**src/rtl/apat_pkg.sv**
```systemverilog
// shared types and constants of the address presence aging table
// no dependencies: used by every other rtl file through scoped names
package apat_pkg;

   // register reset values
   localparam logic [15:0] HOLD_TICKS_RESET = 16'(1200 * 7);
   localparam logic [15:0] INIT_TICKS_RESET = 16'(60 * 7);

   localparam int ADDR_W      = 48;
   localparam int COUNT_W     = 16;
   localparam int CSR_INDEX_W = 3;
   localparam int REPORT_IDX_W = 2;

   // register indexes of the configuration port
   localparam logic [CSR_INDEX_W-1:0] CSR_HOLD_TICKS   = 3'd0;
   localparam logic [CSR_INDEX_W-1:0] CSR_INIT_TICKS   = 3'd1;
   localparam logic [CSR_INDEX_W-1:0] CSR_WATCH_ADDR_0 = 3'd2;
   localparam logic [CSR_INDEX_W-1:0] NUM_WATCH_REGS   = 3'd4;

   // item kinds
   localparam logic REQ_FRAME = 1'b0;
   localparam logic REQ_TICK  = 1'b1;

   // sequencer states
   typedef enum logic [1:0] {
      SEQ_IDLE,
      SEQ_SCAN,
      SEQ_FLUSH
   } seq_state_type;

   // what the shared entry unit does to each entry during a scan
   typedef enum logic [2:0] {
      MODE_MATCH,        // frame: reload on address hit
      MODE_AGE_SILENT,   // tick inside the learning period
      MODE_AGE_END_INIT, // tick that ages and ends the learning period
      MODE_END_INIT,     // zero-length learning period ends without ageing
      MODE_AGE_DIFF      // normal tick, report changed entries
   } scan_mode_type;

   // per-entry state seen and produced by the entry unit
   typedef struct packed {
      logic [COUNT_W-1:0] count;
      logic               present;
      logic               reported;
   } entry_state_type;

   // one presence report handed to the report queue
   typedef struct packed {
      logic                    valid;
      logic [REPORT_IDX_W-1:0] entry_index;
      logic                    is_present;
   } report_type;

endpackage

```
**src/rtl/apat_entry_unit.sv**
```systemverilog
// shared entry unit: address compare, countdown and presence update of one entry
// depends on apat_pkg
module apat_entry_unit (
   input  apat_pkg::scan_mode_type          mode,
   input  logic [apat_pkg::ADDR_W-1:0]      watch_addr,
   input  logic [apat_pkg::ADDR_W-1:0]      src_addr,
   input  logic [apat_pkg::ADDR_W-1:0]      rcv_addr,
   input  logic [apat_pkg::COUNT_W-1:0]     hold_ticks,
   input  apat_pkg::entry_state_type        cur,
   output apat_pkg::entry_state_type        nxt,
   output logic                             report
);

   logic                         hit;
   logic                         count_nz;
   logic [apat_pkg::COUNT_W-1:0] count_dec;

   // one shared compare pair and one decrementer
   assign hit       = (watch_addr == src_addr) || (watch_addr == rcv_addr);
   assign count_nz  = (cur.count != '0);
   assign count_dec = count_nz ? cur.count - 16'd1 : cur.count;

   always_comb begin
      nxt    = cur;
      report = 1'b0;
      case (mode)
         apat_pkg::MODE_MATCH: begin
            if (hit) begin
               nxt.present = 1'b1;
               nxt.count   = hold_ticks;
            end
         end
         apat_pkg::MODE_AGE_SILENT: begin
            nxt.present = count_nz;
            nxt.count   = count_dec;
         end
         apat_pkg::MODE_AGE_END_INIT: begin
            // ageing then the end-of-init presence taken from the new count
            nxt.count    = count_dec;
            nxt.present  = (count_dec != '0);
            nxt.reported = (count_dec != '0);
            report       = 1'b1;
         end
         apat_pkg::MODE_END_INIT: begin
            nxt.present  = count_nz;
            nxt.reported = count_nz;
            report       = 1'b1;
         end
         apat_pkg::MODE_AGE_DIFF: begin
            nxt.present  = count_nz;
            nxt.count    = count_dec;
            nxt.reported = count_nz;
            report       = (count_nz != cur.reported);
         end
         default: begin
            nxt    = cur;
            report = 1'b0;
         end
      endcase
   end

endmodule

```
**src/rtl/apat_report_queue.sv**
```systemverilog
// report queue: holds one report back so the final one of a tick can be marked
// depends on apat_pkg
module apat_report_queue (
   input  logic                                 clock,
   input  logic                                 reset,
   input  apat_pkg::report_type                 step,
   input  logic                                 flush,
   output logic                                 rsp_valid,
   output logic [apat_pkg::REPORT_IDX_W-1:0]    rsp_entry_index,
   output logic                                 rsp_is_present,
   output logic                                 rsp_last_report
);

   apat_pkg::report_type                 pend_ff, pend_in;
   logic                                 valid_ff, valid_in;
   logic                                 last_ff, last_in;
   logic [apat_pkg::REPORT_IDX_W-1:0]    index_ff;
   logic                                 present_ff;

   // a new report pushes the held one out, a flush releases it as the last
   always_comb begin
      pend_in  = pend_ff;
      valid_in = 1'b0;
      last_in  = 1'b0;
      if (flush) begin
         valid_in      = pend_ff.valid;
         last_in       = 1'b1;
         pend_in.valid = 1'b0;
      end else if (step.valid) begin
         valid_in = pend_ff.valid;
         pend_in  = step;
      end
   end

   // held report and output strobe
   always_ff @(posedge clock) begin
      if (reset) begin
         pend_ff  <= '0;
         valid_ff <= 1'b0;
      end else begin
         pend_ff  <= pend_in;
         valid_ff <= valid_in;
      end
   end

   // payload registers
   always_ff @(posedge clock) begin
      last_ff    <= last_in;
      index_ff   <= pend_ff.entry_index;
      present_ff <= pend_ff.is_present;
   end

   assign rsp_valid       = valid_ff;
   assign rsp_entry_index = index_ff;
   assign rsp_is_present  = present_ff;
   assign rsp_last_report = last_ff;

endmodule

```
**src/rtl/address_presence_aging_table_top.sv**
```systemverilog
// top level of the address presence aging table: registers, table, sequencer
// depends on apat_pkg, apat_entry_unit and apat_report_queue
//
// usage
// - an item is taken when start is high and busy is low; req_type selects a
//   frame (source and receiver address compared against every watched entry)
//   or an aging tick
// - every item walks the table one entry per cycle through a single shared
//   compare and decrement unit, then passes through the release state that lets
//   the held report out; busy stays high during the walk and the release state
// - a tick gives up to NUM_ENTRIES results on rsp_valid, one cycle each, in
//   ascending entry order; each report is held until the next report of the
//   tick or the release state, so the last one is let out by the release state
//   and flagged by rsp_last_report; a frame and a tick that stays inside the
//   learning period give none
// - results cannot be held off, there is no stall on the result side
// - csr_ready is always high; a write to an unknown index is dropped
// - reset sets the registers to their defaults, every count to the learning
//   length and clears presence; no clearing pass is needed
module address_presence_aging_table_top #(
   parameter int NUM_ENTRIES = 4
) (
   input  logic                                 clock,
   input  logic                                 reset,
   input  logic                                 start,
   output logic                                 busy,
   input  logic                                 req_type,
   input  logic [apat_pkg::ADDR_W-1:0]          req_src_addr,
   input  logic [apat_pkg::ADDR_W-1:0]          req_rcv_addr,
   output logic                                 rsp_valid,
   output logic [apat_pkg::REPORT_IDX_W-1:0]    rsp_entry_index,
   output logic                                 rsp_is_present,
   output logic                                 rsp_last_report,
   input  logic                                 csr_valid,
   output logic                                 csr_ready,
   input  logic [apat_pkg::CSR_INDEX_W-1:0]     csr_index,
   input  logic [apat_pkg::ADDR_W-1:0]          csr_data
);

   localparam int IDX_W = (NUM_ENTRIES > 1) ? $clog2(NUM_ENTRIES) : 1;
   localparam logic [IDX_W-1:0] LAST_IDX = IDX_W'(NUM_ENTRIES - 1);

   // configuration
   logic [apat_pkg::COUNT_W-1:0]  hold_ticks_ff;
   logic [apat_pkg::ADDR_W-1:0]   watch_ff [NUM_ENTRIES];

   // table and learning period state
   logic [apat_pkg::COUNT_W-1:0]  count_ff    [NUM_ENTRIES];
   logic                          present_ff  [NUM_ENTRIES];
   logic                          reported_ff [NUM_ENTRIES];
   logic [apat_pkg::COUNT_W-1:0]  init_rem_ff, init_rem_in;
   logic                          init_done_ff, init_done_in;

   // sequencer
   apat_pkg::seq_state_type       state_ff, state_in;
   apat_pkg::scan_mode_type       mode_ff, mode_in;
   logic [IDX_W-1:0]              idx_ff, idx_in;
   logic [apat_pkg::ADDR_W-1:0]   src_ff, rcv_ff;

   logic                          accept;
   logic                          csr_wr;
   logic                          csr_is_watch;
   logic [apat_pkg::CSR_INDEX_W-1:0] watch_sel;
   apat_pkg::entry_state_type     cur_entry, nxt_entry;
   logic                          unit_report;
   apat_pkg::report_type          step;
   logic                          flush;

   assign csr_ready    = 1'b1;
   assign csr_wr       = csr_valid & csr_ready;
   assign watch_sel    = csr_index - apat_pkg::CSR_WATCH_ADDR_0;
   assign csr_is_watch = (csr_index >= apat_pkg::CSR_WATCH_ADDR_0) &&
                         (watch_sel < apat_pkg::NUM_WATCH_REGS);
   assign busy         = (state_ff != apat_pkg::SEQ_IDLE);
   assign accept       = start & ~busy;

   // configuration registers; the learning length only acts through the reload
   always_ff @(posedge clock) begin
      if (reset) begin
         hold_ticks_ff <= apat_pkg::HOLD_TICKS_RESET;
         for (int i = 0; i < NUM_ENTRIES; i++) begin
            watch_ff[i] <= '0;
         end
      end else if (csr_wr) begin
         if (csr_index == apat_pkg::CSR_HOLD_TICKS) begin
            hold_ticks_ff <= csr_data[apat_pkg::COUNT_W-1:0];
         end
         for (int i = 0; i < NUM_ENTRIES; i++) begin
            if (csr_is_watch && (watch_sel == apat_pkg::CSR_INDEX_W'(i))) begin
               watch_ff[i] <= csr_data;
            end
         end
      end
   end

   // sequencer next state and scan mode chosen when an item is taken
   always_comb begin
      state_in     = state_ff;
      mode_in      = mode_ff;
      idx_in       = idx_ff;
      init_rem_in  = init_rem_ff;
      init_done_in = init_done_ff;
      flush        = 1'b0;
      case (state_ff)
         apat_pkg::SEQ_IDLE: begin
            idx_in = '0;
            if (accept) begin
               state_in = apat_pkg::SEQ_SCAN;
               if (req_type == apat_pkg::REQ_FRAME) begin
                  mode_in = apat_pkg::MODE_MATCH;
               end else if (init_done_ff) begin
                  mode_in = apat_pkg::MODE_AGE_DIFF;
               end else if (init_rem_ff == '0) begin
                  mode_in      = apat_pkg::MODE_END_INIT;
                  init_done_in = 1'b1;
               end else if (init_rem_ff == 16'd1) begin
                  mode_in      = apat_pkg::MODE_AGE_END_INIT;
                  init_rem_in  = '0;
                  init_done_in = 1'b1;
               end else begin
                  mode_in     = apat_pkg::MODE_AGE_SILENT;
                  init_rem_in = init_rem_ff - 16'd1;
               end
            end
         end
         apat_pkg::SEQ_SCAN: begin
            if (idx_ff == LAST_IDX) begin
               state_in = apat_pkg::SEQ_FLUSH;
            end else begin
               idx_in = idx_ff + 1'b1;
            end
         end
         apat_pkg::SEQ_FLUSH: begin
            flush    = 1'b1;
            state_in = apat_pkg::SEQ_IDLE;
         end
         default: begin
            state_in = apat_pkg::SEQ_IDLE;
         end
      endcase
   end

   // sequencer and learning period registers
   always_ff @(posedge clock) begin
      if (reset) begin
         state_ff     <= apat_pkg::SEQ_IDLE;
         mode_ff      <= apat_pkg::MODE_MATCH;
         idx_ff       <= '0;
         init_rem_ff  <= apat_pkg::INIT_TICKS_RESET;
         init_done_ff <= 1'b0;
      end else begin
         state_ff     <= state_in;
         mode_ff      <= mode_in;
         idx_ff       <= idx_in;
         init_done_ff <= init_done_in;
         if (csr_wr && (csr_index == apat_pkg::CSR_INIT_TICKS) && !init_done_ff) begin
            init_rem_ff <= csr_data[apat_pkg::COUNT_W-1:0];
         end else begin
            init_rem_ff <= init_rem_in;
         end
      end
   end

   // addresses of the item in progress
   always_ff @(posedge clock) begin
      if (accept) begin
         src_ff <= req_src_addr;
         rcv_ff <= req_rcv_addr;
      end
   end

   // entry selected by the scan counter
   assign cur_entry.count    = count_ff[idx_ff];
   assign cur_entry.present  = present_ff[idx_ff];
   assign cur_entry.reported = reported_ff[idx_ff];

   apat_entry_unit u_entry_unit (
      .mode       (mode_ff),
      .watch_addr (watch_ff[idx_ff]),
      .src_addr   (src_ff),
      .rcv_addr   (rcv_ff),
      .hold_ticks (hold_ticks_ff),
      .cur        (cur_entry),
      .nxt        (nxt_entry),
      .report     (unit_report)
   );

   // table write back, one entry per scan cycle; init reload on a csr write before the learning period ends
   always_ff @(posedge clock) begin
      if (reset) begin
         for (int i = 0; i < NUM_ENTRIES; i++) begin
            count_ff[i]    <= apat_pkg::INIT_TICKS_RESET;
            present_ff[i]  <= 1'b0;
            reported_ff[i] <= 1'b0;
         end
      end else if (csr_wr && (csr_index == apat_pkg::CSR_INIT_TICKS) && !init_done_ff) begin
         for (int i = 0; i < NUM_ENTRIES; i++) begin
            count_ff[i] <= csr_data[apat_pkg::COUNT_W-1:0];
         end
      end else if (state_ff == apat_pkg::SEQ_SCAN) begin
         count_ff[idx_ff]    <= nxt_entry.count;
         present_ff[idx_ff]  <= nxt_entry.present;
         reported_ff[idx_ff] <= nxt_entry.reported;
      end
   end

   // report of the scanned entry, index masked to the result width
   assign step.valid       = (state_ff == apat_pkg::SEQ_SCAN) && unit_report;
   assign step.entry_index = apat_pkg::REPORT_IDX_W'(idx_ff);
   assign step.is_present  = nxt_entry.present;

   apat_report_queue u_report_queue (
      .clock           (clock),
      .reset           (reset),
      .step            (step),
      .flush           (flush),
      .rsp_valid       (rsp_valid),
      .rsp_entry_index (rsp_entry_index),
      .rsp_is_present  (rsp_is_present),
      .rsp_last_report (rsp_last_report)
   );

endmodule
```
**config.mk**
```make
export PLATFORM = sky130hd
export DESIGN_NAME = address_presence_aging_table_top
export DESIGN_NICKNAME = d
export VERILOG_FILES = /design/src/rtl/apat_pkg.sv /design/src/rtl/apat_entry_unit.sv /design/src/rtl/apat_report_queue.sv /design/src/rtl/address_presence_aging_table_top.sv
export SDC_FILE = /design/constraint.sdc
export NUM_CORES = 1
export LEC_CHECK = 0
export BUFFER_PORTS_ARGS = -buffer_cell sky130_fd_sc_hd__buf_2
export CORE_UTILIZATION = 25
export CTS_BUF_LIST = sky130_fd_sc_hd__clkbuf_8
export CTS_CLUSTER_SIZE = 24
export DETAILED_ROUTE_END_ITERATION = 10
export HOLD_SLACK_MARGIN = 0.06
export SYNTH_ARGS = -nofsm -noshare
export SYNTH_HDL_FRONTEND = slang
export SYNTH_SLANG_ARGS = --single-unit
```
**constraint.sdc**
```tcl
create_clock -name clock -period 6.2 [get_ports clock]
set_clock_uncertainty 0.05 [all_clocks]
set_input_delay 0.62 -clock clock [delete_from_list [all_inputs] [get_ports clock]]
set_output_delay 0.62 -clock clock [all_outputs]
set_load 0.05 [all_outputs]
```
Word level (Yosys, flattened, before mapping). Memory sizes are Yosys's and may differ from the RTL's. A register that Yosys moved wholly into a read port is not among the register bits. Index checks and enable logic that the tools add are counted.

Register bits: 145. Latch bits: 0. Bits in writable memories: 264. Bits in read-only memories: 0. Input port bits: 152. Output and inout port bits: 7. Logic and storage cells: 172. Memories kept: 4.

Memory list: watch_ff (words 4, width 48, read ports 1, clocked after memory_dff 1, wr ports 4, line address_presence_aging_table_top.sv:45) `logic [apat_pkg::ADDR_W-1:0] watch_ff [NUM_ENTRIES];`; count_ff (words 4, width 16, read ports 1, clocked after memory_dff 1, wr ports 4, line address_presence_aging_table_top.sv:48) `logic [apat_pkg::COUNT_W-1:0] count_ff [NUM_ENTRIES];`; present_ff (words 4, width 1, read ports 1, clocked after memory_dff 1, wr ports 4, line address_presence_aging_table_top.sv:49) `logic present_ff [NUM_ENTRIES];`; reported_ff (words 4, width 1, read ports 1, clocked after memory_dff 1, wr ports 4, line address_presence_aging_table_top.sv:50) `logic reported_ff [NUM_ENTRIES];`.

$add $sub $neg: 4. Multipliers: 0. Divide/modulo/power cells: 0. $lt $le $gt $ge: 2. Equality and inequality tests: 20. Shifts and indexed selects: 0. Multiplexer cells: 79. Bitwise operators: 11. Reduce and logical (&&, ||, !) cells: 37.

Operators with widths (count): 16-bit 2-to-1 mux (13); 48-bit 2-to-1 mux (4); 48-bit equality test (2); 1-bit 2-to-1 mux (37); 2-bit 2-to-1 mux (16); 16-bit case mux with 2 select lines (1); 16-bit nonzero test (2); 16-bit by 1-bit subtractor with 16-bit output, second input constant (2); 17-bit 2-to-1 mux (1); 16-bit by 1-bit equality test with 1-bit output, second input constant (1); 16-bit zero test (1); 16-bit OR reduction (1); 3-bit by 2-bit equality test with 1-bit output, second input constant (4); 2-bit AND reduction (5); 2-bit nonzero test (5); 3-bit by 1-bit equality test with 1-bit output, second input constant (3); 3-bit zero test (3); 1-bit logical AND (8); 1-bit bitwise OR (8); 2-bit case mux with 2 select lines (2); 3-bit 2-to-1 mux (2); 2-bit inequality test, second input constant (3); 2-bit OR reduction (3); 3-bit OR reduction (2); 19 further kinds (24).

Logic depth before layout (Yosys ltp).
Word-level depth: 9. Mapped depth: 18. Mapped depth without buffers: 12.

Modules after synthesis. From an unflattened synthesis, not the netlist that was laid out.

Cells, all modules: 1377. Area total of the unflattened synthesis: 19082.1 µm².

By module, submodules not included: address_presence_aging_table_top (instances 1, cells each 1056, area each 16683.5 µm², sequential area each 11651.2 µm²); apat_entry_unit (instances 1, cells each 298, area each 2100.8 µm², sequential area each 0.0 µm²); apat_report_queue (instances 1, cells each 23, area each 297.8 µm², sequential area each 180.2 µm²).

Least setup slack after synthesis. Ideal clock, no wire load.

Path kind: reg-to-reg. Start point: register with a tool-made name. End point: memory count_ff[2][14] in the netlist's numbering, data pin. Setup time: 0.267 ns. Arrival: 3.961 ns. Required time: 5.883 ns. Slack: 1.923 ns. Stages on the path, launching flop included: 18. Buffers on the path: 6. Period minus slack after synthesis: 4.277 ns. Cell sequence: dfxtp_1 buf_6 buf_6 buf_8 buf_6 buf_8 mux4_2 inv_1 ha_1 nand2b_1 or4_1 buf_2 or4_4 or4_1 nand2_1 o21ai_1 a21oi_2 a21oi_1.

RTL lines (line): end: declaration (address_presence_aging_table_top.sv:48).

==> summary.md <==
| Metric | Value |
|---|---|
| Clk_lat worst skew | `0.68 ns` |
| Layout Nets | `1901` |
| RSZ-0062 raised after global routing | `no` |
| Worst vdd ir | `142 uV` |
| Reg power frac | `51.9%` |
| Int Power | `between 4 and 5 mW` |
| Syn Area/Cell | `13.2 um2` |
| Ports | `between 150 and 200` |
| GRT Util Overall | `14.9%` |
| Worst EP arrival | `5.29 ns` |
| Most common cell on crit path | `buf_4` |
| Wire length of the first global-routing pass | `just under 90000 um` |
| Setup_tns | `0 ns` |
| Mapped Cells | `around 1.5k` |
| Sequential fraction of the synthesis area | `60.7%` |
| Worst slack at placement | `between 1 and 1.5 ns` |
| Register bit total from synthesis | `411` |
| Syn_nets | `approximately 1.6k` |
| Crit path max-delay cell type | `dfxtp_4` |
| Worst Slack Setup Final | `approximately 1.3 ns` |
| Core area | `around 76000 um2` |
| PD cells | `about 270 nW/um2` |
| Achievable Freq | `between 200 and 250 MHz` |
| Reg clk slew, reported paths | `0.06 ns` |
| Core Rows | `approximately 100` |
| Rel. slew slack | `31.8%` |
| Net Sw Frac | `25.9%` |
| Num CTS Buffers | `71` |
| Max clock buf depth | `3` |
| Hold Fails Final Rpt | `0` |
| Outcome | `finished clean` |
| Die Area | `79000 um2` |
| Post-synth cell types | `78` |
| Ys async rst share | `0%` |
| Final routed DRC violation total | `0` |
| Initial DRC Count | `1131` |
| Buffers added on ports | `157` |
| Hold Crit Class | `in -> reg` |
| Period utilisation layout | `between 70% and 80%` |
| Post CTS Setup Buffer Count | `0` |
| Pin count of the biggest net entering global routing | `73` |
| Max_cap viols | `0` |
| Post-DP HPWL | `39800 um` |
| Non-Filler Instances | `2819` |
| Area leader, netlist | `edfxtp_1` |
| EDFF count, synth | `360` |
| Vias in the first global route | `13.7k` |
| Max incr delay on CP | `0.76 ns` |
| Area grow syn2layout | `21.3%` |
| Clk sinks | `411` |
| Post-layout util | `30.9%` |
| DIE HEIGHT | `281 um` |
| GPL Wtd Cong | `0.916` |
| Worst Path Max Fanout | `34` |
| Synth Flop Type | `edfxtp_1` |
| Root buf cell | `clkbuf_8` |
| Design Power | `~6.3 mW` |
| Critical path's top delay family | `compound AO/OA/AOI/OAI gates` |
| Required @ worst endpoint | `6.54 ns` |
| Number of nets with antenna violations after routing | `0` |
| CP Class | `reg -> reg` |
| H-tree depth | `3` |
| Clock share of power | `37.2%` |
| Drt total wl | `59400 um` |
| Drt first pass iters | `10` |
| Post-synth top area share | `55.5%` |
| Fraction of layout instances using a drive strength above 1 | `roughly a fifth` |
| Crit path capture type | `register` |
| Placed Cells | `2615` |
| Via density | `4.79` |
| Ranking of synthesized cells by area | `edfxtp_1 (56%), mux4_2 (6.5%), and2_1 (6.4%)` |
| Slew Limit Fails | `0` |
| Warnings from Yosys | `0` |
| Routed via count | `13.5k` |
| CTS tree | `yes` |
| Leakage | `8.05 nW` |
| Grt total ovfl | `0` |
| Routed len/inst | `21.1 um` |
| Part of the power in combinational logic | `a little over a tenth` |
| Fin crit period | `around 4.9 ns` |
| Die Wd | `281 um` |
| Slew @ Worst Pin | `1.02 ns` |
| Post-synth top cells | `edfxtp_1 (360), and2_1 (198), nand2_1 (99), a21oi_1 (75), xnor2_1 (71)` |
| Worst path bufs/invs | `3` |
| Initial antenna violation count | `9` |
| Post-synth design cell area | `slightly below 20000 um2` |
| Final setup fails | `0` |
| Crit start category | `register` |
| Initial Util | `25.5%` |
| Most frequent cell after synthesis | `edfxtp_1` |
| NetSw | `1.63 mW` |
| CP cell instances | `buf_4 -> buf_4 -> mux4_2 -> xnor2_1 -> o211ai_1 -> or4b_1 -> o22ai_4 -> buf_4 -> mux2_2 -> a21oi_1 -> o21ai_0` |
final timing paths:
kind                                                from                                        end  slack (ns)  cells after the start
setup / recovery                                register                   count_ff[3][0]$_DFFE_PP_        1.25                     11
hold / removal                          req_rcv_addr[31]                       rcv_ff[31]$_DFFE_PP_        0.11                      1
setup reg to reg                                register                   count_ff[3][0]$_DFFE_PP_        1.25                     11
hold reg to reg   u_report_queue.pend_ff[2]$_SDFFE_PP0P_  u_report_queue.rsp_entry_index[1]$_DFF_P_        0.31                      0
power by group through the flow:
| stage | logic, mW | registers [mW] | clock network [mW] |
|---|---|---|---|
| floorplan | 0.414 | 3.28 | 0 |
| global placement | 0.638 | 3.33 | 0 |
| detailed placement | 0.642 | 3.33 | 0 |
| CTS | 0.689 | 3.27 | 2.40 |
| global route | 0.740 | 3.29 | 2.53 |
| finish | 0.689 | 3.27 | 2.35 |
final cells by class:
| type | instances | area, um2 |
|---|---|---|
| Clock inverter | 42 | 255 |
| Tap cell | 1030 | 1290 |
| Multi-Input combinational cell | 963 | 7240 |
| Sequential cell | 411 | 11800 |
| Antenna cell | 2 | 5.00 |
| Clock buffer | 76 | 1050 |
| Inverter | 25 | 96.3 |
| Fill cell | 7623 | 52800 |
| Timing Repair Buffer | 270 | 1840 |
placed cells by master, fill, tap and decap left out, types with 7 or more instances in the layout:
cell type | netlist | layout
mux2i_1 | 46 | 46
mux4_2 | 56 | 56
xor2_1 | 32 | 32
buf_2 | 7 | 157
a221oi_1 | 9 | 9
clkinv_1 | 1 | 13
nor3_1 | 27 | 20
mux2_2 | 14 | 14
dlygate4sd3_1 | 0 | 84
nand4_1 | 18 | 18
dfxtp_1 | 51 | 49
o21ai_0 | 41 | 40
o21ai_1 | 6 | 7
or3_1 | 11 | 11
nor4_1 | 18 | 18
buf_4 | 7 | 29
a31oi_1 | 8 | 8
a21boi_1 | 12 | 12
o22ai_1 | 9 | 9
clkbuf_8 | 0 | 76
nand2b_1 | 10 | 10
nand3_1 | 14 | 14
a41oi_1 | 8 | 8
edfxtp_1 | 360 | 360
and2_1 | 198 | 198
nand2_1 | 99 | 99
or4_1 | 8 | 8
o211ai_1 | 11 | 11
nor3_2 | 0 | 7
xnor2_1 | 71 | 71
ha_1 | 7 | 7
nor2_1 | 62 | 62
inv_1 | 24 | 42
a21oi_1 | 75 | 75
per-stage QoR:
stage | hold slack [ns] | area, um2
3_3_place_gp | 0.302 | 21500
2_1_floorplan | 0.280 | 19500
3_5_place_dp | 0.297 | 21500
6_report | 0.106 | 23600
5_1_grt | 0.0648 | 23600
4_1_cts | 0.0608 | 23600
timing repair:
action	in CTS	in global routing
hold buffers	83	1
resized for setup	0	0
endpoints found under the hold margin	83	1
per-layer routing:
layer	wire, um	share of wire, %	vias up	global-route usage [%]
li1	-	-	6085	-
met4	1680	2.8	6	4.74
met2	28400	48	602	24.8
met3	4520	7.6	122	3.61
met1	24800	42	6687	18.9
met5	47	0.079	-	0
state kept, by name (all words and copies together), names as in the netlist, 2 cells and up, named ones only:
signal                          count
state_ff                            2
count_ff                           64
mode_ff                             3
init_rem_ff                        16
reported_ff                         4
rcv_ff                             48
idx_ff                              2
u_report_queue.rsp_entry_index      2
u_report_queue.pend_ff              4
hold_ticks_ff                      16
src_ff                             48
watch_ff                          192
present_ff                          4
cells by family after synthesis:
| kind of cell | share of synthesized area, % |
|---|---|
| AND/OR/NAND/NOR | 13.8 |
| flip-flops | 60.7 |
| AO/OA/AOI/OAI | 7.97 |
| multiplexers | 9.89 |
| XOR/XNOR | 4.63 |
| buffers and inverters | 2.47 |
| adder cells (fa/ha/maj) | 0.450 |
| other | 0.0193 |
(Power assumes the default switching activity.)
